===== src/hdl/sdinit_pkg.sv =====
// Shared types and constants for the SD card initialization sequencer.
// Used by every module of the block; depends on nothing.
`default_nettype none

package sdinit_pkg;

  localparam int RetryCntW = 16;
  localparam int RetryCmpW = (RetryCntW > 16) ? RetryCntW : 16;
  localparam logic [RetryCntW-1:0] RetryMax = '1;
  localparam logic [15:0] RetryLimitRst = 16'd1000;

  localparam logic [31:0] IfPattern = 32'h0000_01AA;
  localparam logic [31:0] IfMask = 32'h0000_0FFF;
  localparam logic [31:0] OpArg = 32'h40FF_8000;
  localparam int OcrBusyBit = 31;
  localparam int OcrCcsBit = 30;
  localparam logic [31:0] XcThreshold = 32'd67108864;
  localparam int BlockShift = 9;

  localparam logic [5:0] CmdGoIdle = 6'd0;
  localparam logic [5:0] CmdSendIf = 6'd8;
  localparam logic [5:0] CmdAppCmd = 6'd55;
  localparam logic [5:0] CmdSdSendOp = 6'd41;
  localparam logic [5:0] CmdAllSendCid = 6'd2;
  localparam logic [5:0] CmdSendRca = 6'd3;
  localparam logic [5:0] CmdSendCsd = 6'd9;
  localparam logic [5:0] CmdSelect = 6'd7;

  localparam logic [1:0] CsdV1 = 2'd0;
  localparam logic [1:0] CsdV2 = 2'd1;

  typedef enum logic [1:0] {
    ActStart  = 2'd0,
    ActRsp    = 2'd1,
    ActAccess = 2'd2,
    ActDeinit = 2'd3
  } action_e;

  typedef enum logic [2:0] {
    StOk       = 3'd0,
    StInitFail = 3'd1,
    StBadState = 3'd2,
    StBadArg   = 3'd3,
    StRange    = 3'd4,
    StBus      = 3'd5
  } status_e;

  typedef enum logic [1:0] {
    KindUnknown = 2'd0,
    KindSdsc    = 2'd1,
    KindSdhc    = 2'd2,
    KindSdxc    = 2'd3
  } kind_e;

  typedef enum logic [9:0] {
    PhIdle   = 10'b00_0000_0001,
    PhCmd0   = 10'b00_0000_0010,
    PhCmd8   = 10'b00_0000_0100,
    PhCmd55  = 10'b00_0000_1000,
    PhAcmd41 = 10'b00_0001_0000,
    PhCmd2   = 10'b00_0010_0000,
    PhCmd3   = 10'b00_0100_0000,
    PhCmd9   = 10'b00_1000_0000,
    PhCmd7   = 10'b01_0000_0000,
    PhReady  = 10'b10_0000_0000
  } phase_e;

  typedef struct packed {
    action_e     action;
    logic        rsp_error;
    logic [31:0] rsp_word0;
    logic [31:0] rsp_word1;
    logic [31:0] rsp_word2;
    logic [31:0] rsp_word3;
    logic [31:0] lba;
    logic [31:0] block_count;
    logic        is_write;
  } item_t;

  typedef struct packed {
    logic        cmd_valid;
    logic [5:0]  cmd_index;
    logic [31:0] cmd_arg;
    status_e     status;
    logic        init_done;
    kind_e       card_kind;
    logic [31:0] capacity;
    logic [15:0] card_rca;
    logic [31:0] card_address;
    logic        access_write;
  } result_t;

endpackage

`default_nettype wire


===== src/hdl/sdinit_in_reg.sv =====
// Input register stage of the SD card initialization sequencer.
// Depends on sdinit_pkg for the word type.
`default_nettype none

module sdinit_in_reg (
  input  wire logic              clk_i,
  input  wire logic              rst_ni,
  input  wire logic              in_valid_i,
  output logic                   in_ready_o,
  input  wire sdinit_pkg::item_t item_i,
  input  wire logic              down_ready_i,
  output logic                   valid_o,
  output sdinit_pkg::item_t      item_o
);

  logic              valid_q;
  sdinit_pkg::item_t item_q;
  logic              take;

  assign in_ready_o = !valid_q || down_ready_i;
  assign take = in_valid_i && in_ready_o;

  always_ff @(posedge clk_i or negedge rst_ni) begin
    if (!rst_ni) begin
      valid_q <= 1'b0;
    end else if (in_ready_o) begin
      valid_q <= in_valid_i;
    end
  end

  always_ff @(posedge clk_i) begin
    if (take) begin
      item_q <= item_i;
    end
  end

  assign valid_o = valid_q;
  assign item_o = item_q;

endmodule

`default_nettype wire


===== src/hdl/sdinit_core.sv =====
// Sequencer state and the single-pass decision logic for one word.
// Depends on sdinit_pkg for types, command codes and constants.
`default_nettype none

module sdinit_core (
  input  wire logic              clk_i,
  input  wire logic              rst_ni,
  input  wire logic              cfg_we_i,
  input  wire logic [15:0]       cfg_data_i,
  input  wire logic              fire_i,
  input  wire sdinit_pkg::item_t item_i,
  output sdinit_pkg::result_t    res_o
);

  localparam int CntW = sdinit_pkg::RetryCntW;
  localparam int CmpW = sdinit_pkg::RetryCmpW;

  logic [15:0]          limit_q;
  sdinit_pkg::phase_e   phase_q, phase_d;
  logic [CntW-1:0]      rc_q, rc_d;
  logic [15:0]          rca_q, rca_d;
  logic [31:0]          cap_q, cap_d;
  logic                 hc_q, hc_d;
  sdinit_pkg::kind_e    kind_q, kind_d;

  logic        drop;
  logic        restart;
  logic        ready_d;
  logic [CntW-1:0] rc_inc;
  logic        retry_out;

  logic [11:0] c_size0;
  logic [3:0]  bl_len;
  logic [2:0]  mult;
  logic [4:0]  sh0;
  logic [31:0] bytes0;
  logic [31:0] blocks0;
  logic [21:0] c_size1;
  logic [31:0] blocks1;
  logic [32:0] range_end;

  assign c_size0 = {item_i.rsp_word2[9:0], item_i.rsp_word1[31:30]};
  assign bl_len = item_i.rsp_word2[19:16];
  assign mult = item_i.rsp_word1[17:15];
  assign sh0 = 5'(mult) + 5'd2 + 5'(bl_len);
  assign bytes0 = ({20'b0, c_size0} + 32'd1) << sh0;
  assign blocks0 = bytes0 >> sdinit_pkg::BlockShift;
  assign c_size1 = {item_i.rsp_word2[5:0], item_i.rsp_word1[31:16]} + 22'd1;
  assign blocks1 = {c_size1, 10'b0};

  assign rc_inc = (rc_q != sdinit_pkg::RetryMax) ? rc_q + 1'b1 : rc_q;
  assign retry_out = (CmpW'(rc_inc) >= CmpW'(limit_q)) || (rc_inc == sdinit_pkg::RetryMax);
  assign range_end = {1'b0, item_i.lba} + {1'b0, item_i.block_count};

  always_comb begin
    phase_d = phase_q;
    rc_d = rc_q;
    rca_d = rca_q;
    cap_d = cap_q;
    hc_d = hc_q;
    kind_d = kind_q;
    drop = 1'b0;
    restart = 1'b0;
    res_o = '0;
    res_o.status = sdinit_pkg::StOk;
    res_o.card_kind = sdinit_pkg::KindUnknown;

    case (item_i.action)
      sdinit_pkg::ActStart: begin
        if (phase_q == sdinit_pkg::PhReady) begin
          res_o.status = sdinit_pkg::StBadState;
        end else begin
          drop = 1'b1;
          restart = 1'b1;
          res_o.cmd_valid = 1'b1;
          res_o.cmd_index = sdinit_pkg::CmdGoIdle;
        end
      end
      sdinit_pkg::ActRsp: begin
        if (phase_q inside {sdinit_pkg::PhIdle, sdinit_pkg::PhReady}) begin
          res_o.status = sdinit_pkg::StBadState;
        end else if (item_i.rsp_error) begin
          res_o.status = sdinit_pkg::StBus;
          drop = 1'b1;
        end else begin
          case (phase_q)
            sdinit_pkg::PhCmd0: begin
              phase_d = sdinit_pkg::PhCmd8;
              res_o.cmd_valid = 1'b1;
              res_o.cmd_index = sdinit_pkg::CmdSendIf;
              res_o.cmd_arg = sdinit_pkg::IfPattern;
            end
            sdinit_pkg::PhCmd8: begin
              if ((item_i.rsp_word0 & sdinit_pkg::IfMask) !=
                  (sdinit_pkg::IfPattern & sdinit_pkg::IfMask)) begin
                res_o.status = sdinit_pkg::StInitFail;
                drop = 1'b1;
              end else begin
                rc_d = '0;
                phase_d = sdinit_pkg::PhCmd55;
                res_o.cmd_valid = 1'b1;
                res_o.cmd_index = sdinit_pkg::CmdAppCmd;
              end
            end
            sdinit_pkg::PhCmd55: begin
              phase_d = sdinit_pkg::PhAcmd41;
              res_o.cmd_valid = 1'b1;
              res_o.cmd_index = sdinit_pkg::CmdSdSendOp;
              res_o.cmd_arg = sdinit_pkg::OpArg;
            end
            sdinit_pkg::PhAcmd41: begin
              if (item_i.rsp_word0[sdinit_pkg::OcrBusyBit]) begin
                hc_d = item_i.rsp_word0[sdinit_pkg::OcrCcsBit];
                phase_d = sdinit_pkg::PhCmd2;
                res_o.cmd_valid = 1'b1;
                res_o.cmd_index = sdinit_pkg::CmdAllSendCid;
              end else if (retry_out) begin
                res_o.status = sdinit_pkg::StInitFail;
                drop = 1'b1;
              end else begin
                rc_d = rc_inc;
                phase_d = sdinit_pkg::PhCmd55;
                res_o.cmd_valid = 1'b1;
                res_o.cmd_index = sdinit_pkg::CmdAppCmd;
              end
            end
            sdinit_pkg::PhCmd2: begin
              phase_d = sdinit_pkg::PhCmd3;
              res_o.cmd_valid = 1'b1;
              res_o.cmd_index = sdinit_pkg::CmdSendRca;
            end
            sdinit_pkg::PhCmd3: begin
              rca_d = item_i.rsp_word0[31:16];
              phase_d = sdinit_pkg::PhCmd9;
              res_o.cmd_valid = 1'b1;
              res_o.cmd_index = sdinit_pkg::CmdSendCsd;
              res_o.cmd_arg = {item_i.rsp_word0[31:16], 16'b0};
            end
            sdinit_pkg::PhCmd9: begin
              if (item_i.rsp_word3[31:30] == sdinit_pkg::CsdV2) begin
                cap_d = blocks1;
                phase_d = sdinit_pkg::PhCmd7;
                res_o.cmd_valid = 1'b1;
                res_o.cmd_index = sdinit_pkg::CmdSelect;
                res_o.cmd_arg = {rca_q, 16'b0};
              end else if (item_i.rsp_word3[31:30] == sdinit_pkg::CsdV1) begin
                cap_d = blocks0;
                phase_d = sdinit_pkg::PhCmd7;
                res_o.cmd_valid = 1'b1;
                res_o.cmd_index = sdinit_pkg::CmdSelect;
                res_o.cmd_arg = {rca_q, 16'b0};
              end else begin
                res_o.status = sdinit_pkg::StInitFail;
                drop = 1'b1;
              end
            end
            sdinit_pkg::PhCmd7: begin
              if (!hc_q) begin
                kind_d = sdinit_pkg::KindSdsc;
              end else if (cap_q > sdinit_pkg::XcThreshold) begin
                kind_d = sdinit_pkg::KindSdxc;
              end else begin
                kind_d = sdinit_pkg::KindSdhc;
              end
              phase_d = sdinit_pkg::PhReady;
              res_o.init_done = 1'b1;
            end
            default: begin
            end
          endcase
        end
      end
      sdinit_pkg::ActAccess: begin
        if (item_i.block_count == '0) begin
          res_o.status = sdinit_pkg::StBadArg;
        end else if (phase_q != sdinit_pkg::PhReady) begin
          res_o.status = sdinit_pkg::StBadState;
        end else if (range_end > {1'b0, cap_q}) begin
          res_o.status = sdinit_pkg::StRange;
        end else begin
          res_o.card_address = (kind_q == sdinit_pkg::KindSdsc) ?
                               {item_i.lba[22:0], 9'b0} : item_i.lba;
          res_o.access_write = item_i.is_write;
        end
      end
      sdinit_pkg::ActDeinit: begin
        drop = 1'b1;
        kind_d = sdinit_pkg::KindUnknown;
      end
      default: begin
      end
    endcase

    if (drop) begin
      phase_d = restart ? sdinit_pkg::PhCmd0 : sdinit_pkg::PhIdle;
      rc_d = '0;
      rca_d = '0;
      cap_d = '0;
      hc_d = 1'b0;
    end

    ready_d = (phase_d == sdinit_pkg::PhReady);
    if (ready_d) begin
      res_o.card_kind = kind_d;
      res_o.capacity = cap_d;
      res_o.card_rca = rca_d;
    end
  end

  always_ff @(posedge clk_i or negedge rst_ni) begin
    if (!rst_ni) begin
      limit_q <= sdinit_pkg::RetryLimitRst;
    end else if (cfg_we_i) begin
      limit_q <= cfg_data_i;
    end
  end

  always_ff @(posedge clk_i or negedge rst_ni) begin
    if (!rst_ni) begin
      phase_q <= sdinit_pkg::PhIdle;
      rc_q <= '0;
      rca_q <= '0;
      cap_q <= '0;
      hc_q <= 1'b0;
      kind_q <= sdinit_pkg::KindUnknown;
    end else if (fire_i) begin
      phase_q <= phase_d;
      rc_q <= rc_d;
      rca_q <= rca_d;
      cap_q <= cap_d;
      hc_q <= hc_d;
      kind_q <= kind_d;
    end
  end

endmodule

`default_nettype wire


===== src/hdl/sdinit_out_reg.sv =====
// Result register stage of the SD card initialization sequencer.
// Depends on sdinit_pkg for the result word type.
`default_nettype none

module sdinit_out_reg (
  input  wire logic                clk_i,
  input  wire logic                rst_ni,
  input  wire logic                load_i,
  input  wire sdinit_pkg::result_t res_i,
  output logic                     can_load_o,
  output logic                     out_valid_o,
  input  wire logic                out_ready_i,
  output sdinit_pkg::result_t      res_o
);

  logic                valid_q;
  sdinit_pkg::result_t res_q;

  assign can_load_o = !valid_q || out_ready_i;

  always_ff @(posedge clk_i or negedge rst_ni) begin
    if (!rst_ni) begin
      valid_q <= 1'b0;
    end else if (can_load_o) begin
      valid_q <= load_i;
    end
  end

  always_ff @(posedge clk_i) begin
    if (load_i) begin
      res_q <= res_i;
    end
  end

  assign out_valid_o = valid_q;
  assign res_o = res_q;

endmodule

`default_nettype wire


===== src/hdl/sd_card_init_sequencer.sv =====
// Top level of the SD card initialization sequencer.
// Depends on sdinit_pkg, sdinit_in_reg, sdinit_core and sdinit_out_reg.
//
// Usage: each input word (in_valid_i/in_ready_o) is a start, a command
// response, an access request or a deinit, and yields exactly one result
// word (out_valid_o/out_ready_i) with the next command to issue, a status
// code, the card data once initialized and the translated access address.
// The word is captured in an input register; the decision logic then writes
// the result register and updates the sequencer state once the result
// register can load, and out_valid_o rises when the result register is full.
// Throughput is one word per cycle while the receiver keeps out_ready_i
// high, limited by the single decision stage between the two registers.
// When the receiver stalls, the result holds, one more word may wait in
// the input register, and in_ready_o then drops until the result is taken.
// Reset empties both registers, sets the sequencer idle with no card data
// and loads the ACMD41 retry limit with 1000. The retry limit must be written
// by the user through cfg_we_i/cfg_data_i only while no word is in flight;
// the block itself does not enforce this.
`default_nettype none

module sd_card_init_sequencer (
  input  wire logic        clk_i,
  input  wire logic        rst_ni,
  input  wire logic        cfg_we_i,
  input  wire logic [15:0] cfg_data_i,
  input  wire logic        in_valid_i,
  output logic             in_ready_o,
  input  wire logic [1:0]  action_i,
  input  wire logic        rsp_error_i,
  input  wire logic [31:0] rsp_word0_i,
  input  wire logic [31:0] rsp_word1_i,
  input  wire logic [31:0] rsp_word2_i,
  input  wire logic [31:0] rsp_word3_i,
  input  wire logic [31:0] lba_i,
  input  wire logic [31:0] block_count_i,
  input  wire logic        is_write_i,
  output logic             out_valid_o,
  input  wire logic        out_ready_i,
  output logic             cmd_valid_o,
  output logic [5:0]       cmd_index_o,
  output logic [31:0]      cmd_arg_o,
  output logic [2:0]       status_o,
  output logic             init_done_o,
  output logic [1:0]       card_kind_o,
  output logic [31:0]      capacity_o,
  output logic [15:0]      card_rca_o,
  output logic [31:0]      card_address_o,
  output logic             access_write_o
);

  sdinit_pkg::item_t   in_item;
  sdinit_pkg::item_t   s1_item;
  sdinit_pkg::result_t core_res;
  sdinit_pkg::result_t out_res;
  logic                s1_valid;
  logic                can_load;
  logic                fire;

  always_comb begin
    in_item.action = sdinit_pkg::action_e'(action_i);
    in_item.rsp_error = rsp_error_i;
    in_item.rsp_word0 = rsp_word0_i;
    in_item.rsp_word1 = rsp_word1_i;
    in_item.rsp_word2 = rsp_word2_i;
    in_item.rsp_word3 = rsp_word3_i;
    in_item.lba = lba_i;
    in_item.block_count = block_count_i;
    in_item.is_write = is_write_i;
  end

  assign fire = s1_valid && can_load;

  sdinit_in_reg u_in_reg (
    .clk_i        (clk_i),
    .rst_ni       (rst_ni),
    .in_valid_i   (in_valid_i),
    .in_ready_o   (in_ready_o),
    .item_i       (in_item),
    .down_ready_i (can_load),
    .valid_o      (s1_valid),
    .item_o       (s1_item)
  );

  sdinit_core u_core (
    .clk_i      (clk_i),
    .rst_ni     (rst_ni),
    .cfg_we_i   (cfg_we_i),
    .cfg_data_i (cfg_data_i),
    .fire_i     (fire),
    .item_i     (s1_item),
    .res_o      (core_res)
  );

  sdinit_out_reg u_out_reg (
    .clk_i       (clk_i),
    .rst_ni      (rst_ni),
    .load_i      (fire),
    .res_i       (core_res),
    .can_load_o  (can_load),
    .out_valid_o (out_valid_o),
    .out_ready_i (out_ready_i),
    .res_o       (out_res)
  );

  assign cmd_valid_o = out_res.cmd_valid;
  assign cmd_index_o = out_res.cmd_index;
  assign cmd_arg_o = out_res.cmd_arg;
  assign status_o = out_res.status;
  assign init_done_o = out_res.init_done;
  assign card_kind_o = out_res.card_kind;
  assign capacity_o = out_res.capacity;
  assign card_rca_o = out_res.card_rca;
  assign card_address_o = out_res.card_address;
  assign access_write_o = out_res.access_write;

  assert property (@(posedge clk_i) disable iff (!rst_ni)
    !in_ready_o |-> s1_valid && out_valid_o && !out_ready_i)
    else $error("input stalled while the result path is free");

  assert property (@(posedge clk_i) disable iff (!rst_ni)
    out_valid_o && !cmd_valid_o |-> cmd_index_o == '0 && cmd_arg_o == '0)
    else $error("command fields set without a command");

  assert property (@(posedge clk_i) disable iff (!rst_ni)
    out_valid_o && init_done_o |->
      status_o == sdinit_pkg::StOk && card_kind_o != sdinit_pkg::KindUnknown)
    else $error("initialization finished without a card kind");

  assert property (@(posedge clk_i) disable iff (!rst_ni)
    out_valid_o && access_write_o |-> status_o == sdinit_pkg::StOk &&
      card_kind_o != sdinit_pkg::KindUnknown)
    else $error("access granted while not ready or with an error");

endmodule

`default_nettype wire

===== config.mk =====
export PLATFORM = sky130hd
export DESIGN_NAME = sd_card_init_sequencer
export DESIGN_NICKNAME = d
export VERILOG_FILES = /design/src/hdl/sdinit_pkg.sv /design/src/hdl/sdinit_in_reg.sv /design/src/hdl/sdinit_core.sv /design/src/hdl/sdinit_out_reg.sv /design/src/hdl/sd_card_init_sequencer.sv
export SDC_FILE = /design/constraint.sdc
export NUM_CORES = 1
export LEC_CHECK = 0
export ABC_AREA = 1
export BUFFER_PORTS_ARGS = -buffer_cell sky130_fd_sc_hd__buf_4
export CELL_PAD_IN_SITES_DETAIL_PLACEMENT = 1
export CELL_PAD_IN_SITES_GLOBAL_PLACEMENT = 1
export CORE_AREA = 2 2 205 207
export CTS_CLUSTER_SIZE = 8
export DETAILED_ROUTE_END_ITERATION = 8
export DIE_AREA = 0 0 207 209
export PLACE_DENSITY_LB_ADDON = 0.15
export REMOVE_ABC_BUFFERS = 1
export SETUP_SLACK_MARGIN = 0.05
export SYNTH_ARGS = -nofsm -noshare
export SYNTH_HDL_FRONTEND = slang
export SYNTH_SLANG_ARGS = --single-unit
export TNS_END_PERCENT = 1

===== constraint.sdc =====
create_clock -name clk_i -period 15.2 [get_ports clk_i]
set_input_delay 0.76 -clock clk_i [delete_from_list [all_inputs] [get_ports clk_i]]
set_output_delay 0.76 -clock clk_i [all_outputs]
set_load 0.1 [all_outputs]

Yosys cells after proc, flatten, opt, wreduce, memory -nomap -nowiden
Index checks and enable logic that the tools add are counted.
{"block": "word_totals", "memories": 0, "output_inout_bits": 128, "ram_bits": 0, "latchBits": 0, "elab_cells": 167, "inputBits": 217, "mem_bits_ro": 0, "reg_bits": 405}
{"block": "op_classes", "n_mux": 81, "n_shift": 1, "bitwise_logic": 2, "n_eq_ne": 25, "div": 0, "reduce_logical": 20, "order_cmp": 3, "n_mul": 0, "add_sub_neg": 6}
{"cell": "$mux W32", "n": 8}
{"cell": "$mux W16", "n": 13}
{"cell": "$mux W39", "n": 4}
{"cell": "$pmux W32 S4", "n": 1}
{"cell": "$mux W10", "n": 9}
{"cell": "$pmux W10 S8", "n": 1}
{"cell": "$pmux W7 S7", "n": 1}
{"cell": "$add A32 B32 Y33", "n": 1}
{"cell": "$gt A33 B32 Y1", "n": 1}
{"cell": "$gt A32 B27 Y1 const B", "n": 1}
{"cell": "$logic_not A32 Y1", "n": 1}
{"cell": "$pmux W16 S2", "n": 1}
{"cell": "$shl A32 B5 Y32", "n": 1}
{"cell": "$mux W7", "n": 4}
{"cell": "$add A22 B1 Y22 const B", "n": 1}
{"cell": "$mux W3", "n": 7}
{"cell": "$eq A10 B10 Y1 const B", "n": 2}
{"cell": "$mux W1", "n": 20}
{"cell": "$pmux W3 S3", "n": 2}
{"cell": "$add A16 B1 Y16 const B", "n": 1}
{"cell": "$eq A16 B16 Y1 const B", "n": 1}
{"cell": "$ge A16 B16 Y1", "n": 1}
{"cell": "$ne A16 B16 Y1 const B", "n": 1}
{"cell": "$pmux W7 S2", "n": 1}
{"cell": "other kinds (33)", "n": 54}

Depth between registers and ports, before layout
Gate-level depths: netlist (run 1).
{"block": "depth", "ltp_word": 12, "depth_mapped": 28, "depth_no_buf": 27}

Modules after synthesis
Synthesis (run 1) repeated with hierarchy kept, for this count alone.
{"block": "hier_totals", "hier_cells": 2163, "area_unflattened_um2": 21216.6}
{"mod": "sdinit_core", "seq_area_each_um2": 2336.0, "area_each_um2": 11449.7, "cells_each": 1828, "instances": 1}
{"mod": "sdinit_in_reg", "seq_area_each_um2": 5910.7, "area_each_um2": 5930.7, "cells_each": 202, "instances": 1}
{"mod": "sdinit_out_reg", "seq_area_each_um2": 3808.7, "area_each_um2": 3828.7, "cells_each": 131, "instances": 1}
{"mod": "sd_card_init_sequencer", "seq_area_each_um2": 0.0, "area_each_um2": 7.5, "cells_each": 2, "instances": 1}

Least setup slack after synthesis (run 1)
Ideal clock, no wire load.
{"block": "synth_path", "path_type": "reg2reg", "start": "register u_out_reg.valid_q, in the netlist u_out_reg.out_valid_o", "end": "register u_core.phase_q[1]", "period_less_slack_ns": 5.329, "n_path_buf": 2, "arrival_time_ns": 5.186, "stages_incl_launch_ff": 8, "setup_time_ns": 0.143, "path_slack_ns": 9.871, "required_time_ns": 15.057, "path_cell_list": "dfrtp_1 -> nand2_1 -> nand2_1 -> clkbuf_1 -> inv_1 -> clkbuf_1 -> o21ai_0 -> o22ai_1"}
{"block": "synth_between", "elab_chain_cells": 3}
{"element": "from (decl)", "line": "sdinit_out_reg.sv:16", "rtl": "logic valid_q;"}
{"element": "from (signal assigned)", "line": "sdinit_out_reg.sv:25", "rtl": "valid_q <= load_i;"}
{"element": "$logic_not A1 Y1", "line": "sdinit_out_reg.sv:19", "rtl": "assign can_load_o = !valid_q || out_ready_i;"}
{"element": "$logic_or A1 B1 Y1", "line": "sdinit_out_reg.sv:19"}
{"element": "$logic_and A1 B1 Y1", "line": "sd_card_init_sequencer.sv:71", "rtl": "assign fire = s1_valid && can_load;"}
{"element": "net fire", "line": "sd_card_init_sequencer.sv:57", "rtl": "logic fire;"}
{"element": "to (signal assigned)", "line": "sdinit_core.sv:220", "rtl": "phase_q <= sdinit_pkg::PhIdle;"}
{"element": "to (signal assigned)", "line": "sdinit_core.sv:227", "rtl": "phase_q <= phase_d;"}
{"element": "to (decl)", "line": "sdinit_core.sv:19", "rtl": "sdinit_pkg::phase_e phase_q, phase_d;"}
The timed path passes the listed nets, and every way through them passes these cells.
A chain may end at the register's enable or synchronous reset.

Final worst setup path (run 1)
{"block": "layout_path", "start": "register u_in_reg.item_q, in the netlist u_in_reg.item_o[35]", "end": "register u_out_reg.res_q, in the netlist u_out_reg.res_o[26] (data pin)"}
{"block": "layout_between", "elab_chain_cells": 3}
{"element": "from (decl)", "line": "sdinit_in_reg.sv:17", "rtl": "sdinit_pkg::item_t item_q;"}
{"element": "from (signal assigned)", "line": "sdinit_in_reg.sv:33", "rtl": "item_q <= item_i;"}
{"element": "$add A32 B32 Y33", "line": "sdinit_core.sv:53", "rtl": "assign range_end = {1'b0, item_i.lba} + {1'b0, item_i.block_count};"}
{"element": "$gt A33 B32 Y1", "line": "sdinit_core.sv:178", "rtl": "end else if (range_end > {1'b0, cap_q}) begin"}
{"element": "$reduce_or A4 Y1 (no source line)"}
{"element": "to (signal assigned)", "line": "sdinit_out_reg.sv:31", "rtl": "res_q <= res_i;"}
{"element": "to (decl)", "line": "sdinit_out_reg.sv:17", "rtl": "sdinit_pkg::result_t res_q;"}
No other way between the ends.

==> results of run 1 <==
-- worst min path at each step --
stage	endpoint	cells past startpoint	slack, ns	startpoint
after floorplan	u_core.cap_q[11]$_DFFE_PN0P_	2	0.45	u_core.cap_q[11]$_DFFE_PN0P_
after global placement	u_core.cap_q[17]$_DFFE_PN0P_	2	0.47	u_core.cap_q[17]$_DFFE_PN0P_
after detailed placement	u_core.cap_q[3]$_DFFE_PN0P_	2	0.48	u_core.cap_q[3]$_DFFE_PN0P_
after CTS	u_core.limit_q[15]$_DFFE_PN0P_	1	0.20	rst_ni
after global routing	u_core.limit_q[15]$_DFFE_PN0P_	1	0.22	rst_ni
final	u_core.limit_q[13]$_DFFE_PN0P_	1	0.19	rst_ni
-- worst register-to-register path: cells and delay by family, from the launching register on --
kind | cells | cell delay (ns)
and+or+nand+nor | 12 | 2.28
DFF | 1 | 0.41
xor gates and xnor gates | 1 | 0.22
AOI/OAI and AO/OA | 10 | 2.01
adders and majority gates | 2 | 0.65
buffers and inverters | 1 | 0.05
-- kinds of logic (layout without fill, tap and decap cells) --
group / count (synthesis) / in the layout / share of synthesized area
AND/OR/NAND/NOR: 913 / 913 / 0.212
AO/OA/AOI/OAI: 410 / 410 / 0.123
flip-flops: 336 / 336 / 0.514
buffers and inverters: 305 / 595 / 0.0679
adder cells (fa/ha/maj): 91 / 91 / 0.0616
XOR/XNOR: 45 / 45 / 0.0210
multiplexers: 2 / 2 / 0.00114
other: 1 / 11 / 0.000200
-- area by class of cell --
type,count,area (µm²)
Sequential cell,336,9620
Timing Repair Buffer,279,2090
Clock inverter,2,50.0
Fill cell,4833,18800
Multi-Input combinational cell,1471,7880
Tap cell,539,674
Inverter,228,863
Clock buffer,86,1340
Antenna cell,1,2.50
-- routing by layer --
layer,track usage,vias to the layer above
met5,0,-
met2,0.493,453
met1,0.341,7957
met4,0.112,0
met3,0.0428,136
li1,-,7685
-- registers in the layout, summed over array words and instances (netlist names) --
signal,flops
u_out_reg.out_valid_o,1
u_core.cap_q,32
u_core.phase_q,10
u_in_reg.item_o,129
u_core.rc_q,16
u_core.limit_q,16
u_out_reg.res_o,112
u_core.hc_q,1
u_core.rca_q,16
u_core.kind_q,2
u_in_reg.valid_o,1
-- power by group --
part	internal (mW)	switching, mW	total [mW]	leakage [nW]
Sequential	1.08	0.0476	1.13	3.64
Combinational	0.217	0.664	0.881	5.38
Clock	0.594	0.412	1.01	0.658
-- per-stage QoR --
step	hold slack, ns	cells
after detailed placement	0.478	2853
after global routing	0.224	2942
final	0.188	2942
after global placement	0.466	2853
after floorplan	0.453	2035
after CTS	0.196	2941
-- cells in the mapped netlist, drive strengths merged (7+ instances only) --
| library cell | count |
|---|---|
| ha | 89 |
| nor4 | 14 |
| xor2 | 33 |
| edfxtp | 241 |
| a31oi | 7 |
| nor2 | 232 |
| o21ai | 199 |
| buf | 35 |
| nor3 | 22 |
| o211ai | 23 |
| a211oi | 7 |
| dfrtp | 88 |
| clkbuf | 42 |
| nand4 | 34 |
| nand3 | 110 |
| xnor2 | 12 |
| inv | 224 |
| a21oi | 114 |
| nand2 | 489 |
| dfstp | 7 |
| o22ai | 10 |
| a21o | 7 |
==> impl_results.html, run 1 <==
<table>
<tr><th>Metric</th><th>Value</th></tr>
<tr><th colspan="2">Outcome</th></tr>
<tr><td>Outcome</td><td>finished clean</td></tr>
<tr><th colspan="2">Global routing</th></tr>
<tr><td>Initial antenna violation count</td><td>1</td></tr>
<tr><td>Residual overflow from global routing</td><td>0</td></tr>
<tr><td>Overall fraction of global-route tracks in use</td><td>0.279</td></tr>
<tr><td>Number of global-route vias before repair</td><td>17,400</td></tr>
<tr><td>Pin count of the biggest net entering global routing</td><td>67</td></tr>
<tr><td>First-pass GRT wire length</td><td>95,300 µm</td></tr>
<tr><th colspan="2">Timing</th></tr>
<tr><td>Max Transition Viols Final</td><td>0</td></tr>
<tr><td>Clock skew</td><td>0.0178 ns</td></tr>
<tr><td>Min Clock Period, post-route</td><td>5.79 ns</td></tr>
<tr><td>Finish-stage setup viols</td><td>0</td></tr>
<tr><td>RSZ-0062 raised after global routing</td><td>false</td></tr>
<tr><td>Top achievable clock speed</td><td>0.173 GHz</td></tr>
<tr><td>Worst path setup slack after routing</td><td>9.41 ns</td></tr>
<tr><td>Final setup TNS</td><td>0 ns</td></tr>
<tr><td>Endpoints failing hold</td><td>0</td></tr>
<tr><td>Least-Margin Pin Slew</td><td>1.17 ns</td></tr>
<tr><td>Remaining max-slew budget at the tightest pin</td><td>0.219</td></tr>
<tr><td>Final worst-path cycle share</td><td>0.381</td></tr>
<tr><th colspan="2">Place</th></tr>
<tr><td>Minimum setup slack after placement</td><td>9.49 ns</td></tr>
<tr><td>Placed wire-length estimate</td><td>43,900 µm</td></tr>
<tr><td>Number of buffer cells added on primary ports</td><td>267</td></tr>
<tr><td>Placed inst area</td><td>0.0211 mm²</td></tr>
<tr><td>Placer's final routability congestion estimate</td><td>0.891</td></tr>
<tr><th colspan="2">CTS</th></tr>
<tr><td>Max H-tree Level</td><td>2</td></tr>
<tr><td>Maximum count of clock buffers along a single path</td><td>3</td></tr>
<tr><td>Clock transition at the registers of the reported paths</td><td>0.06 ns</td></tr>
<tr><td>Clock tree sinks</td><td>336</td></tr>
<tr><td>CTS Root Cell</td><td>clkbuf_16</td></tr>
<tr><td>Post-cts repair resize count</td><td>0</td></tr>
<tr><td>TritonCTS clock tree</td><td>built</td></tr>
<tr><td>Number of buffers inserted by hold repair at cts</td><td>0</td></tr>
<tr><td>Clock network latency to the later pin of the worst-skew pair</td><td>0.59 ns</td></tr>
<tr><td>Number of clock buffers inserted by TritonCTS</td><td>47</td></tr>
<tr><td>Number of buffers added for setup after CTS</td><td>0</td></tr>
<tr><th colspan="2">Drt</th></tr>
<tr><td>DRC violation count after routing</td><td>0</td></tr>
<tr><td>Sum of met3 wire segment lengths after detailed routing</td><td>2810 µm</td></tr>
<tr><td>Via/cell ratio</td><td>5.52</td></tr>
<tr><td>Number of nets with antenna violations after routing</td><td>0</td></tr>
<tr><td>Detailed-route wire length</td><td>60,400 µm</td></tr>
<tr><td>Met2 wire len</td><td>30,600 µm</td></tr>
<tr><td>Routed length per placed instance</td><td>20.5 µm</td></tr>
<tr><td>Total iterations of the first detailed-routing run</td><td>5</td></tr>
<tr><td>Met1 wire length</td><td>24,600 µm</td></tr>
<tr><td>Total via count in the routed design</td><td>16,200</td></tr>
<tr><td>Number of violations reported at the end of detailed-routing iteration 0</td><td>886</td></tr>
<tr><td>Top sig layer</td><td>met4</td></tr>
<tr><th colspan="2">Worst setup path</th></tr>
<tr><td>Data arrival at the endpoint of the critical path</td><td>6.19 ns</td></tr>
<tr><td>Capture point of the worst path</td><td>u_out_reg.res_o[26]$_SDFFCE_PP0P_</td></tr>
<tr><td>CP Launch Type</td><td>register</td></tr>
<tr><td>Worst reg2reg path startpoint</td><td>u_in_reg.item_o[35]$_DFFE_PP_</td></tr>
<tr><td>Crit Path Max Fanout</td><td>24</td></tr>
<tr><td>Largest stage delay on the critical path</td><td>0.73 ns</td></tr>
<tr><td>Count of buffering cells on the critical path with inverters included</td><td>1</td></tr>
<tr><td>Dominant delay contributor by cell family on the critical path</td><td>simple AND/OR/NAND/NOR gates</td></tr>
<tr><td>Count of cells along the worst register-to-register path</td><td>26</td></tr>
<tr><td>Internal reg-to-reg setup slack</td><td>9.41 ns</td></tr>
<tr><td>Cell type with the highest occurrence count on the critical path</td><td>nand2_1</td></tr>
<tr><td>Capture instance of the worst register-to-register path</td><td>u_out_reg.res_o[26]$_SDFFCE_PP0P_</td></tr>
<tr><td>Levels on crit path</td><td>26</td></tr>
<tr><td>First element of the critical path</td><td>u_in_reg.item_o[35]$_DFFE_PP_</td></tr>
<tr><td>CP Class</td><td>register to register</td></tr>
<tr><td>Critical path endpoint category</td><td>register</td></tr>
<tr><td>Required time reported for the critical path endpoint</td><td>15.60 ns</td></tr>
<tr><td>Slowest library cell on the worst path</td><td>nand2_1</td></tr>
<tr><th colspan="2">Final layout</th></tr>
<tr><td>Finished layout cell area</td><td>0.0225 mm²</td></tr>
<tr><td>Post-route core utilization</td><td>0.546</td></tr>
<tr><td>Post-layout nets</td><td>2,671</td></tr>
<tr><td>Most frequent standard cell in the layout excluding fill and tap cells</td><td>nand2_1</td></tr>
<tr><td>Share of cells above drive strength 1</td><td>0.174</td></tr>
<tr><td>Synth-to-Final Area Change</td><td>20.3%</td></tr>
<tr><td>Most frequent cells in the layout</td><td>482 x nand2_1, 279 x buf_4, 241 x edfxtp_1</td></tr>
<tr><th colspan="2">Logic synthesis</th></tr>
<tr><td>Count of yosys warnings during synthesis</td><td>0</td></tr>
<tr><td>Largest cells by area after synthesis</td><td>edfxtp_1 39%, dfrtp_1 12%, nand2_1 9.7%</td></tr>
<tr><td>Area share of the largest cell type after synthesis</td><td>0.386</td></tr>
<tr><td>Sequential share of the synthesized area</td><td>0.514</td></tr>
<tr><td>Cell area after technology mapping</td><td>0.0187 mm²</td></tr>
<tr><td>Top FF cell, synth</td><td>edfxtp_1</td></tr>
<tr><td>Synthesized area per cell</td><td>8.91 µm²</td></tr>
<tr><td>EDFF count, synth</td><td>241</td></tr>
<tr><td>Asr flop ratio synth</td><td>0.283</td></tr>
<tr><td>Number of synthesized register bits</td><td>336</td></tr>
<tr><td>Library cells used by synthesis</td><td>59</td></tr>
<tr><td>Cell type with the highest aggregate area in the netlist</td><td>edfxtp_1</td></tr>
<tr><td>Instance count of the mapped netlist</td><td>2,103</td></tr>
<tr><th colspan="2">Floorplan</th></tr>
<tr><td>Number of rows in the core area</td><td>75</td></tr>
<tr><td>Die area</td><td>0.0433 mm²</td></tr>
<tr><td>Count of boundary I/O pins</td><td>345</td></tr>
<tr><td>Starting Density</td><td>0.454</td></tr>
<tr><td>Vertical extent of the die</td><td>209 µm</td></tr>
<tr><td>Placeable core region</td><td>0.0413 mm²</td></tr>
<tr><td>Die boundary width</td><td>207 µm</td></tr>
<tr><th colspan="2">Pwr</th></tr>
<tr><td>Maximum resistive drop on vdd</td><td>0.0957 mV</td></tr>
<tr><td>Total power density per cell area</td><td>134 mW/mm²</td></tr>
<tr><td>Lkg Pwr</td><td>9.68 nW</td></tr>
<tr><td>Post-layout power</td><td>3.01 mW</td></tr>
<tr><th colspan="2">Hold path</th></tr>
<tr><td>Min-Delay Path Class</td><td>primary input to async pin</td></tr>
<tr><th colspan="2">Job</th></tr>
<tr><td>Reported max-cap violation count</td><td>0</td></tr>
</table>
Note: power is estimated with default switching activity, not from simulation.
==> run 2: changes to the inputs <==
CORE_AREA = 2 2 226 228   (was 2 2 205 207)
DIE_AREA = 0 0 228 230   (was 0 0 207 209)
clock period = 5 ns   (was 15.2 ns; I/O delays follow)
==> impl_results.html, run 2 (same netlist as run 1, synthesis figures left out) <==
<table>
<tr><th>Metric</th><th>Value</th></tr>
<tr><th colspan="2">Outcome</th></tr>
<tr><td>Outcome</td><td>finished clean</td></tr>
<tr><th colspan="2">Pwr</th></tr>
<tr><td>Maximum resistive drop on vdd</td><td>0.322 mV</td></tr>
<tr><td>Total power density per cell area</td><td>385 mW/mm²</td></tr>
<tr><td>Lkg Pwr</td><td>10.4 nW</td></tr>
<tr><td>Post-layout power</td><td>9.41 mW</td></tr>
<tr><th colspan="2">Final layout</th></tr>
<tr><td>Most frequent cells in the layout</td><td>482 x nand2_1, 283 x buf_4, 241 x edfxtp_1</td></tr>
<tr><td>Share of cells above drive strength 1</td><td>0.175</td></tr>
<tr><td>Filler cell count</td><td>5,777</td></tr>
<tr><td>Most frequent standard cell in the layout excluding fill and tap cells</td><td>nand2_1</td></tr>
<tr><td>Max FFs per register</td><td>129</td></tr>
<tr><td>Post-layout nets</td><td>2,829</td></tr>
<tr><td>Finished layout cell area</td><td>0.0244 mm²</td></tr>
<tr><td>Synth-to-Final Area Change</td><td>30.4%</td></tr>
<tr><th colspan="2">Worst setup path</th></tr>
<tr><td>Crit Path Max Fanout</td><td>24</td></tr>
<tr><td>Data arrival at the endpoint of the critical path</td><td>5.07 ns</td></tr>
<tr><td>Required time reported for the critical path endpoint</td><td>5.33 ns</td></tr>
<tr><td>CP Class</td><td>register to register</td></tr>
<tr><td>CP Launch Type</td><td>register</td></tr>
<tr><td>Critical path endpoint category</td><td>register</td></tr>
<tr><th colspan="2">Floorplan</th></tr>
<tr><td>Number of rows in the core area</td><td>82</td></tr>
<tr><td>Vertical extent of the die</td><td>230 µm</td></tr>
<tr><td>Die area</td><td>0.0524 mm²</td></tr>
<tr><td>Count of boundary I/O pins</td><td>345</td></tr>
<tr><td>Placeable core region</td><td>0.0499 mm²</td></tr>
<tr><td>Starting Density</td><td>0.376</td></tr>
<tr><td>Die boundary width</td><td>228 µm</td></tr>
<tr><th colspan="2">Timing</th></tr>
<tr><td>Worst path setup slack after routing</td><td>0.262 ns</td></tr>
<tr><td>Final worst-path cycle share</td><td>0.948</td></tr>
<tr><td>Finish-stage setup viols</td><td>0</td></tr>
<tr><td>Endpoints failing hold</td><td>0</td></tr>
<tr><td>Clock skew</td><td>0.0230 ns</td></tr>
<tr><td>Hold_ws</td><td>0.0242 ns</td></tr>
<tr><td>Min Clock Period, post-route</td><td>4.74 ns</td></tr>
<tr><td>Final setup TNS</td><td>0 ns</td></tr>
<tr><td>Least-Margin Pin Slew</td><td>1.18 ns</td></tr>
<tr><td>Max Transition Viols Final</td><td>0</td></tr>
<tr><td>Top achievable clock speed</td><td>0.211 GHz</td></tr>
<tr><td>Remaining max-slew budget at the tightest pin</td><td>0.213</td></tr>
<tr><th colspan="2">Drt</th></tr>
<tr><td>Total iterations of the first detailed-routing run</td><td>4</td></tr>
<tr><td>Routed length per placed instance</td><td>19.5 µm</td></tr>
<tr><td>Number of violations reported at the end of detailed-routing iteration 0</td><td>844</td></tr>
<tr><td>Number of nets with antenna violations after routing</td><td>0</td></tr>
<tr><td>DRC violation count after routing</td><td>0</td></tr>
<tr><td>Via/cell ratio</td><td>5.13</td></tr>
<tr><td>Detailed-route wire length</td><td>62,800 µm</td></tr>
<tr><td>Total via count in the routed design</td><td>16,500</td></tr>
<tr><th colspan="2">CTS</th></tr>
<tr><td>Max H-tree Level</td><td>2</td></tr>
<tr><td>CTS Root Cell</td><td>clkbuf_16</td></tr>
<tr><td>Clock tree sinks</td><td>336</td></tr>
<tr><td>Maximum count of clock buffers along a single path</td><td>3</td></tr>
<tr><td>Number of buffers added for setup after CTS</td><td>0</td></tr>
<tr><td>TritonCTS clock tree</td><td>built</td></tr>
<tr><td>Clock network latency to the later pin of the worst-skew pair</td><td>0.59 ns</td></tr>
<tr><td>Clock transition at the registers of the reported paths</td><td>0.05 ns</td></tr>
<tr><td>Number of clock buffers inserted by TritonCTS</td><td>49</td></tr>
<tr><th colspan="2">Place</th></tr>
<tr><td>Placer's final routability congestion estimate</td><td>0.844</td></tr>
<tr><td>Placed inst area</td><td>0.0214 mm²</td></tr>
<tr><td>Number of buffer cells added on primary ports</td><td>267</td></tr>
<tr><td>Minimum setup slack after placement</td><td>0.0727 ns</td></tr>
<tr><td>Placed wire-length estimate</td><td>44,800 µm</td></tr>
<tr><th colspan="2">Global routing</th></tr>
<tr><td>Overall fraction of global-route tracks in use</td><td>0.236</td></tr>
<tr><td>Residual overflow from global routing</td><td>0</td></tr>
<tr><td>First-pass GRT wire length</td><td>97,600 µm</td></tr>
<tr><td>Initial antenna violation count</td><td>3</td></tr>
<tr><td>Number of global-route vias before repair</td><td>17,400</td></tr>
<tr><td>Pin count of the biggest net entering global routing</td><td>100</td></tr>
<tr><th colspan="2">Job</th></tr>
<tr><td>Reported max-cap violation count</td><td>0</td></tr>
<tr><th colspan="2">Hold path</th></tr>
<tr><td>Min-Delay Path Class</td><td>primary input to register</td></tr>
</table>
## run 2: what timing repair did
| item | 4_1_cts | 5_1_grt |
|---|---|---|
| pin swaps | 0 | 1 |
| hold buffers | 147 | 0 |
| endpoints found under the hold margin | 197 | 0 |
| setup endpoints to repair | 30 | 34 |
| resized for setup | 3 | 14 |
## run 2: worst paths after layout
path,from,endpoint,slack [ns],cells after the start
max,u_in_reg.item_o[3]$_DFFE_PP_,u_out_reg.res_o[28]$_SDFFCE_PP0P_,0.26,25
min,in_valid_i,u_in_reg.valid_o$_DFFE_PN0N_,0.02,3
max reg2reg,u_in_reg.item_o[3]$_DFFE_PP_,u_out_reg.res_o[28]$_SDFFCE_PP0P_,0.26,25
min reg2reg,u_core.cap_q[3]$_DFFE_PN0P_,u_core.cap_q[3]$_DFFE_PN0P_,0.49,2
max in group asynchronous,rst_ni,u_core.cap_q[24]$_DFFE_PN0P_,3.59,3
min in group asynchronous,rst_ni,u_core.limit_q[0]$_DFFE_PN0P_,0.32,2
## run 2: through the flow
| stage | util | instances |
|---|---|---|
| final | 0.490 | 3227 |
| after global routing | 0.490 | 3226 |
| after CTS | 0.489 | 3226 |
| after detailed placement | 0.430 | 2995 |
| after global placement | 0.430 | 2995 |
| after floorplan | - | 2035 |
## run 2: final cells by class
cell class | count | area (µm²) | share of cell area
Clock buffer | 80 | 1390 | 0.0570
Clock inverter | 4 | 71.3 | 0.00292
Sequential cell | 336 | 9620 | 0.394
Inverter | 228 | 863 | 0.0353
Timing Repair Buffer | 435 | 3700 | 0.151
Tap cell | 672 | 841 | 0.0344
Antenna cell | 1 | 2.50 | 0.000102
Multi-Input combinational cell | 1471 | 7950 | 0.325
## run 2: report_power, final
group          internal (mW)  switching, mW  total (mW)
clock                   1.90           1.28        3.18
sequential              3.27          0.141        3.42
combinational          0.765           2.05        2.82
total                   5.94           3.48        9.41
## run 2: metal layers
metal	vias up	share of wire	track usage
li1	7988	-	-
met1	8090	0.44	0.296
met2	349	0.50	0.421
met3	116	0.036	0.0308
met4	0	0.030	0.0784
met5	-	0	0
## run 2: critical path, stage by stage, from the launching register on
cell and delay, ns:
edfxtp_1 0.46, ha_4 0.30, a21oi_1 0.17, nand2_1 0.15
a21oi_2 0.20, o21bai_2 0.11, nand2_1 0.07, nand2_1 0.09
a21oi_4 0.18, o21ai_1 0.12, a21oi_2 0.26, o21ai_0 0.18
xor2_1 0.20, ha_1 0.30, nand3_1 0.10, nor2_2 0.20
a21boi_0 0.23, o21ai_0 0.14, nand3_1 0.11, nand2_1 0.05
a21oi_1 0.11, o21ai_0 0.09, and3_2 0.22, nand2_1 0.12
buf_12 0.19, nor2_1 0.08
==> run 3: changes to the inputs <==
CORE_AREA = 2 2 212 214   (was 2 2 226 228)
DIE_AREA = 0 0 214 216   (was 0 0 228 230)
clock period = 4.7 ns   (was 5 ns; I/O delays follow)
==> impl_results.html, run 3 (same netlist as run 1, synthesis figures left out) <==
<table>
<tr><th>Metric</th><th>Value</th></tr>
<tr><th colspan="2">Final layout</th></tr>
<tr><td>Max FFs per register</td><td>129</td></tr>
<tr><td>Post-route core utilization</td><td>0.561</td></tr>
<tr><td>Share of cells above drive strength 1</td><td>0.182</td></tr>
<tr><td>Post-layout nets</td><td>2,850</td></tr>
<tr><td>Most frequent cells in the layout</td><td>479 x nand2_1, 297 x buf_4, 241 x edfxtp_1</td></tr>
<tr><td>Synth-to-Final Area Change</td><td>31.3%</td></tr>
<tr><td>Count of placed standard cells in the final layout, fillers left out</td><td>3,174</td></tr>
<tr><td>Filler cell count</td><td>5,035</td></tr>
<tr><td>Most frequent standard cell in the layout excluding fill and tap cells</td><td>nand2_1</td></tr>
<tr><th colspan="2">Worst setup path</th></tr>
<tr><td>First element of the critical path</td><td>u_in_reg.item_o[33]$_DFFE_PP_</td></tr>
<tr><td>Worst reg2reg path startpoint</td><td>u_in_reg.item_o[33]$_DFFE_PP_</td></tr>
<tr><td>Cell type with the highest occurrence count on the critical path</td><td>nand2_1</td></tr>
<tr><td>Capture instance of the worst register-to-register path</td><td>u_out_reg.res_o[27]$_SDFFCE_PP0P_</td></tr>
<tr><td>Largest stage delay on the critical path</td><td>0.45 ns</td></tr>
<tr><td>Count of cells along the worst register-to-register path</td><td>26</td></tr>
<tr><td>Slowest library cell on the worst path</td><td>edfxtp_1</td></tr>
<tr><td>Internal reg-to-reg setup slack</td><td>0.27 ns</td></tr>
<tr><td>Critical path endpoint category</td><td>register</td></tr>
<tr><td>Data arrival at the endpoint of the critical path</td><td>4.85 ns</td></tr>
<tr><td>CP Class</td><td>register to register</td></tr>
<tr><td>Required time reported for the critical path endpoint</td><td>5.13 ns</td></tr>
<tr><td>Capture point of the worst path</td><td>u_out_reg.res_o[27]$_SDFFCE_PP0P_</td></tr>
<tr><td>Crit Path Max Fanout</td><td>12</td></tr>
<tr><td>CP Launch Type</td><td>register</td></tr>
<tr><th colspan="2">Timing</th></tr>
<tr><td>Final worst-path cycle share</td><td>0.942</td></tr>
<tr><td>Max Transition Viols Final</td><td>0</td></tr>
<tr><td>Min Clock Period, post-route</td><td>4.43 ns</td></tr>
<tr><td>Endpoints failing hold</td><td>0</td></tr>
<tr><td>Finish-stage setup viols</td><td>0</td></tr>
<tr><td>Top achievable clock speed</td><td>0.226 GHz</td></tr>
<tr><td>Clock skew</td><td>0.0547 ns</td></tr>
<tr><td>Remaining max-slew budget at the tightest pin</td><td>0.249</td></tr>
<tr><td>Final setup TNS</td><td>0 ns</td></tr>
<tr><td>RSZ-0062 raised after global routing</td><td>true</td></tr>
<tr><td>Least-Margin Pin Slew</td><td>1.12 ns</td></tr>
<tr><th colspan="2">Hold path</th></tr>
<tr><td>Min-Delay Path Class</td><td>primary input to register</td></tr>
<tr><th colspan="2">Global routing</th></tr>
<tr><td>First-pass GRT wire length</td><td>102,000 µm</td></tr>
<tr><td>Pin count of the biggest net entering global routing</td><td>94</td></tr>
<tr><td>Overall fraction of global-route tracks in use</td><td>0.282</td></tr>
<tr><td>Number of global-route vias before repair</td><td>18,300</td></tr>
<tr><td>Residual overflow from global routing</td><td>0</td></tr>
<tr><td>Initial antenna violation count</td><td>1</td></tr>
<tr><th colspan="2">Drt</th></tr>
<tr><td>Routed length per placed instance</td><td>21.0 µm</td></tr>
<tr><td>Number of violations reported at the end of detailed-routing iteration 0</td><td>982</td></tr>
<tr><td>Detailed-route wire length</td><td>66,700 µm</td></tr>
<tr><td>DRC violation count after routing</td><td>0</td></tr>
<tr><td>Via/cell ratio</td><td>5.37</td></tr>
<tr><td>Total via count in the routed design</td><td>17,000</td></tr>
<tr><td>Number of nets with antenna violations after routing</td><td>0</td></tr>
<tr><td>Total iterations of the first detailed-routing run</td><td>5</td></tr>
<tr><th colspan="2">Job</th></tr>
<tr><td>Reported max-cap violation count</td><td>0</td></tr>
<tr><th colspan="2">CTS</th></tr>
<tr><td>Number of clock buffers inserted by TritonCTS</td><td>48</td></tr>
<tr><td>CTS Root Cell</td><td>clkbuf_16</td></tr>
<tr><td>TritonCTS clock tree</td><td>built</td></tr>
<tr><td>Maximum count of clock buffers along a single path</td><td>3</td></tr>
<tr><td>Clock transition at the registers of the reported paths</td><td>0.06 ns</td></tr>
<tr><td>Max H-tree Level</td><td>2</td></tr>
<tr><td>Clock tree sinks</td><td>336</td></tr>
<tr><td>Clock network latency to the later pin of the worst-skew pair</td><td>0.62 ns</td></tr>
<tr><th colspan="2">Floorplan</th></tr>
<tr><td>Number of rows in the core area</td><td>77</td></tr>
<tr><td>Starting Density</td><td>0.427</td></tr>
<tr><td>Placeable core region</td><td>0.0438 mm²</td></tr>
<tr><td>Count of boundary I/O pins</td><td>345</td></tr>
<tr><td>Vertical extent of the die</td><td>216 µm</td></tr>
<tr><td>Die boundary width</td><td>214 µm</td></tr>
<tr><td>Die area</td><td>0.0462 mm²</td></tr>
<tr><th colspan="2">Pwr</th></tr>
<tr><td>Lkg Pwr</td><td>10.5 nW</td></tr>
<tr><td>Maximum resistive drop on vdd</td><td>0.408 mV</td></tr>
<tr><td>Total power density per cell area</td><td>411 mW/mm²</td></tr>
<tr><th colspan="2">Place</th></tr>
<tr><td>Placed wire-length estimate</td><td>45,000 µm</td></tr>
<tr><td>Number of buffer cells added on primary ports</td><td>267</td></tr>
<tr><td>Placer's final routability congestion estimate</td><td>0.903</td></tr>
<tr><td>Number of placed instances, taps included</td><td>2,923</td></tr>
<tr><th colspan="2">Outcome</th></tr>
<tr><td>Outcome</td><td>finished clean</td></tr>
</table>
## run 3: changes by cell type in the layout (fill, tap and decap cells not counted), sizes merged
cell,before,now
dlygate4sd3,147,154
buf,288,302
clkbuf,80,87
clkinv,7,6
## run 3: stage by stage
step | area (µm²) | hold slack, ns | power [mW] | setup WS (ns)
after detailed placement | 21400 | 0.324 | 6.57 | -0.275
after global placement | 21400 | 0.319 | 6.49 | 0.145
final | 24600 | 0.0327 | 10.1 | 0.274
after floorplan | 18400 | -0.0606 | 5.69 | -1.11
after global routing | 24600 | 0.0361 | 10.5 | -0.104
after CTS | 24400 | 0.00198 | 10.0 | 0.0481
## run 3: how the worst min path moves through the flow
stage | cells past startpoint | endpoint | from | slack (ns)
5_1_grt | 3 | u_core.limit_q[8]$_DFFE_PN1P_ | cfg_we_i | 0.04
3_5_place_dp | 1 | u_core.limit_q[0]$_DFFE_PN0P_ | rst_ni | 0.32
3_3_place_gp | 1 | u_core.limit_q[0]$_DFFE_PN0P_ | rst_ni | 0.32
4_1_cts | 3 | u_core.limit_q[8]$_DFFE_PN1P_ | cfg_we_i | 0.002
2_1_floorplan | 0 | u_core.cap_q[0]$_DFFE_PN0P_ | rst_ni | -0.06
6_report | 3 | u_core.limit_q[8]$_DFFE_PN1P_ | cfg_we_i | 0.03
## run 3: final cells by class
class	instances	area, µm²	area share
clock buffer	86	1380	0.0559
timing repair buffer	457	3900	0.158
antenna	1	2.50	0.000102
inverter	228	863	0.0351
multi-input combinational	1471	8030	0.326
tap	592	741	0.0301
sequential	336	9620	0.391
clock inverter	3	66.3	0.00270
## run 3: power breakdown
part	switching [mW]	leakage [nW]	internal, mW
clock network	1.41	0.682	1.98
registers	0.172	3.64	3.48
logic	2.22	6.19	0.841
## run 3: metal layers
layer / wire length, µm / global-route usage / up-vias
met2: 33900 / 0.501 / 447
met1: 27400 / 0.339 / 8392
met5: 0 / 0 / -
met4: 2720 / 0.121 / 0
li1: - / - / 8046
met3: 2670 / 0.0420 / 158
## run 3: timing repair
item	4_1_cts	5_1_grt
hold endpoints to repair	190	0
gates cloned	0	1
hold buffers	154	0
gates resized for setup	7	29
setup endpoints to repair	33	86
setup buffers	0	6
pin swaps	0	4
## run 3: worst max-delay path, delay by kind of cell (launching register included)
kind | cells | cell delay, ns
AO/OA/AOI/OAI | 5 | 0.59
XOR/XNOR | 1 | 0.15
adder cells (fa/ha/maj) | 3 | 0.87
buffers and inverters | 1 | 0.17
flip-flops | 1 | 0.45
AND/OR/NAND/NOR | 16 | 1.98
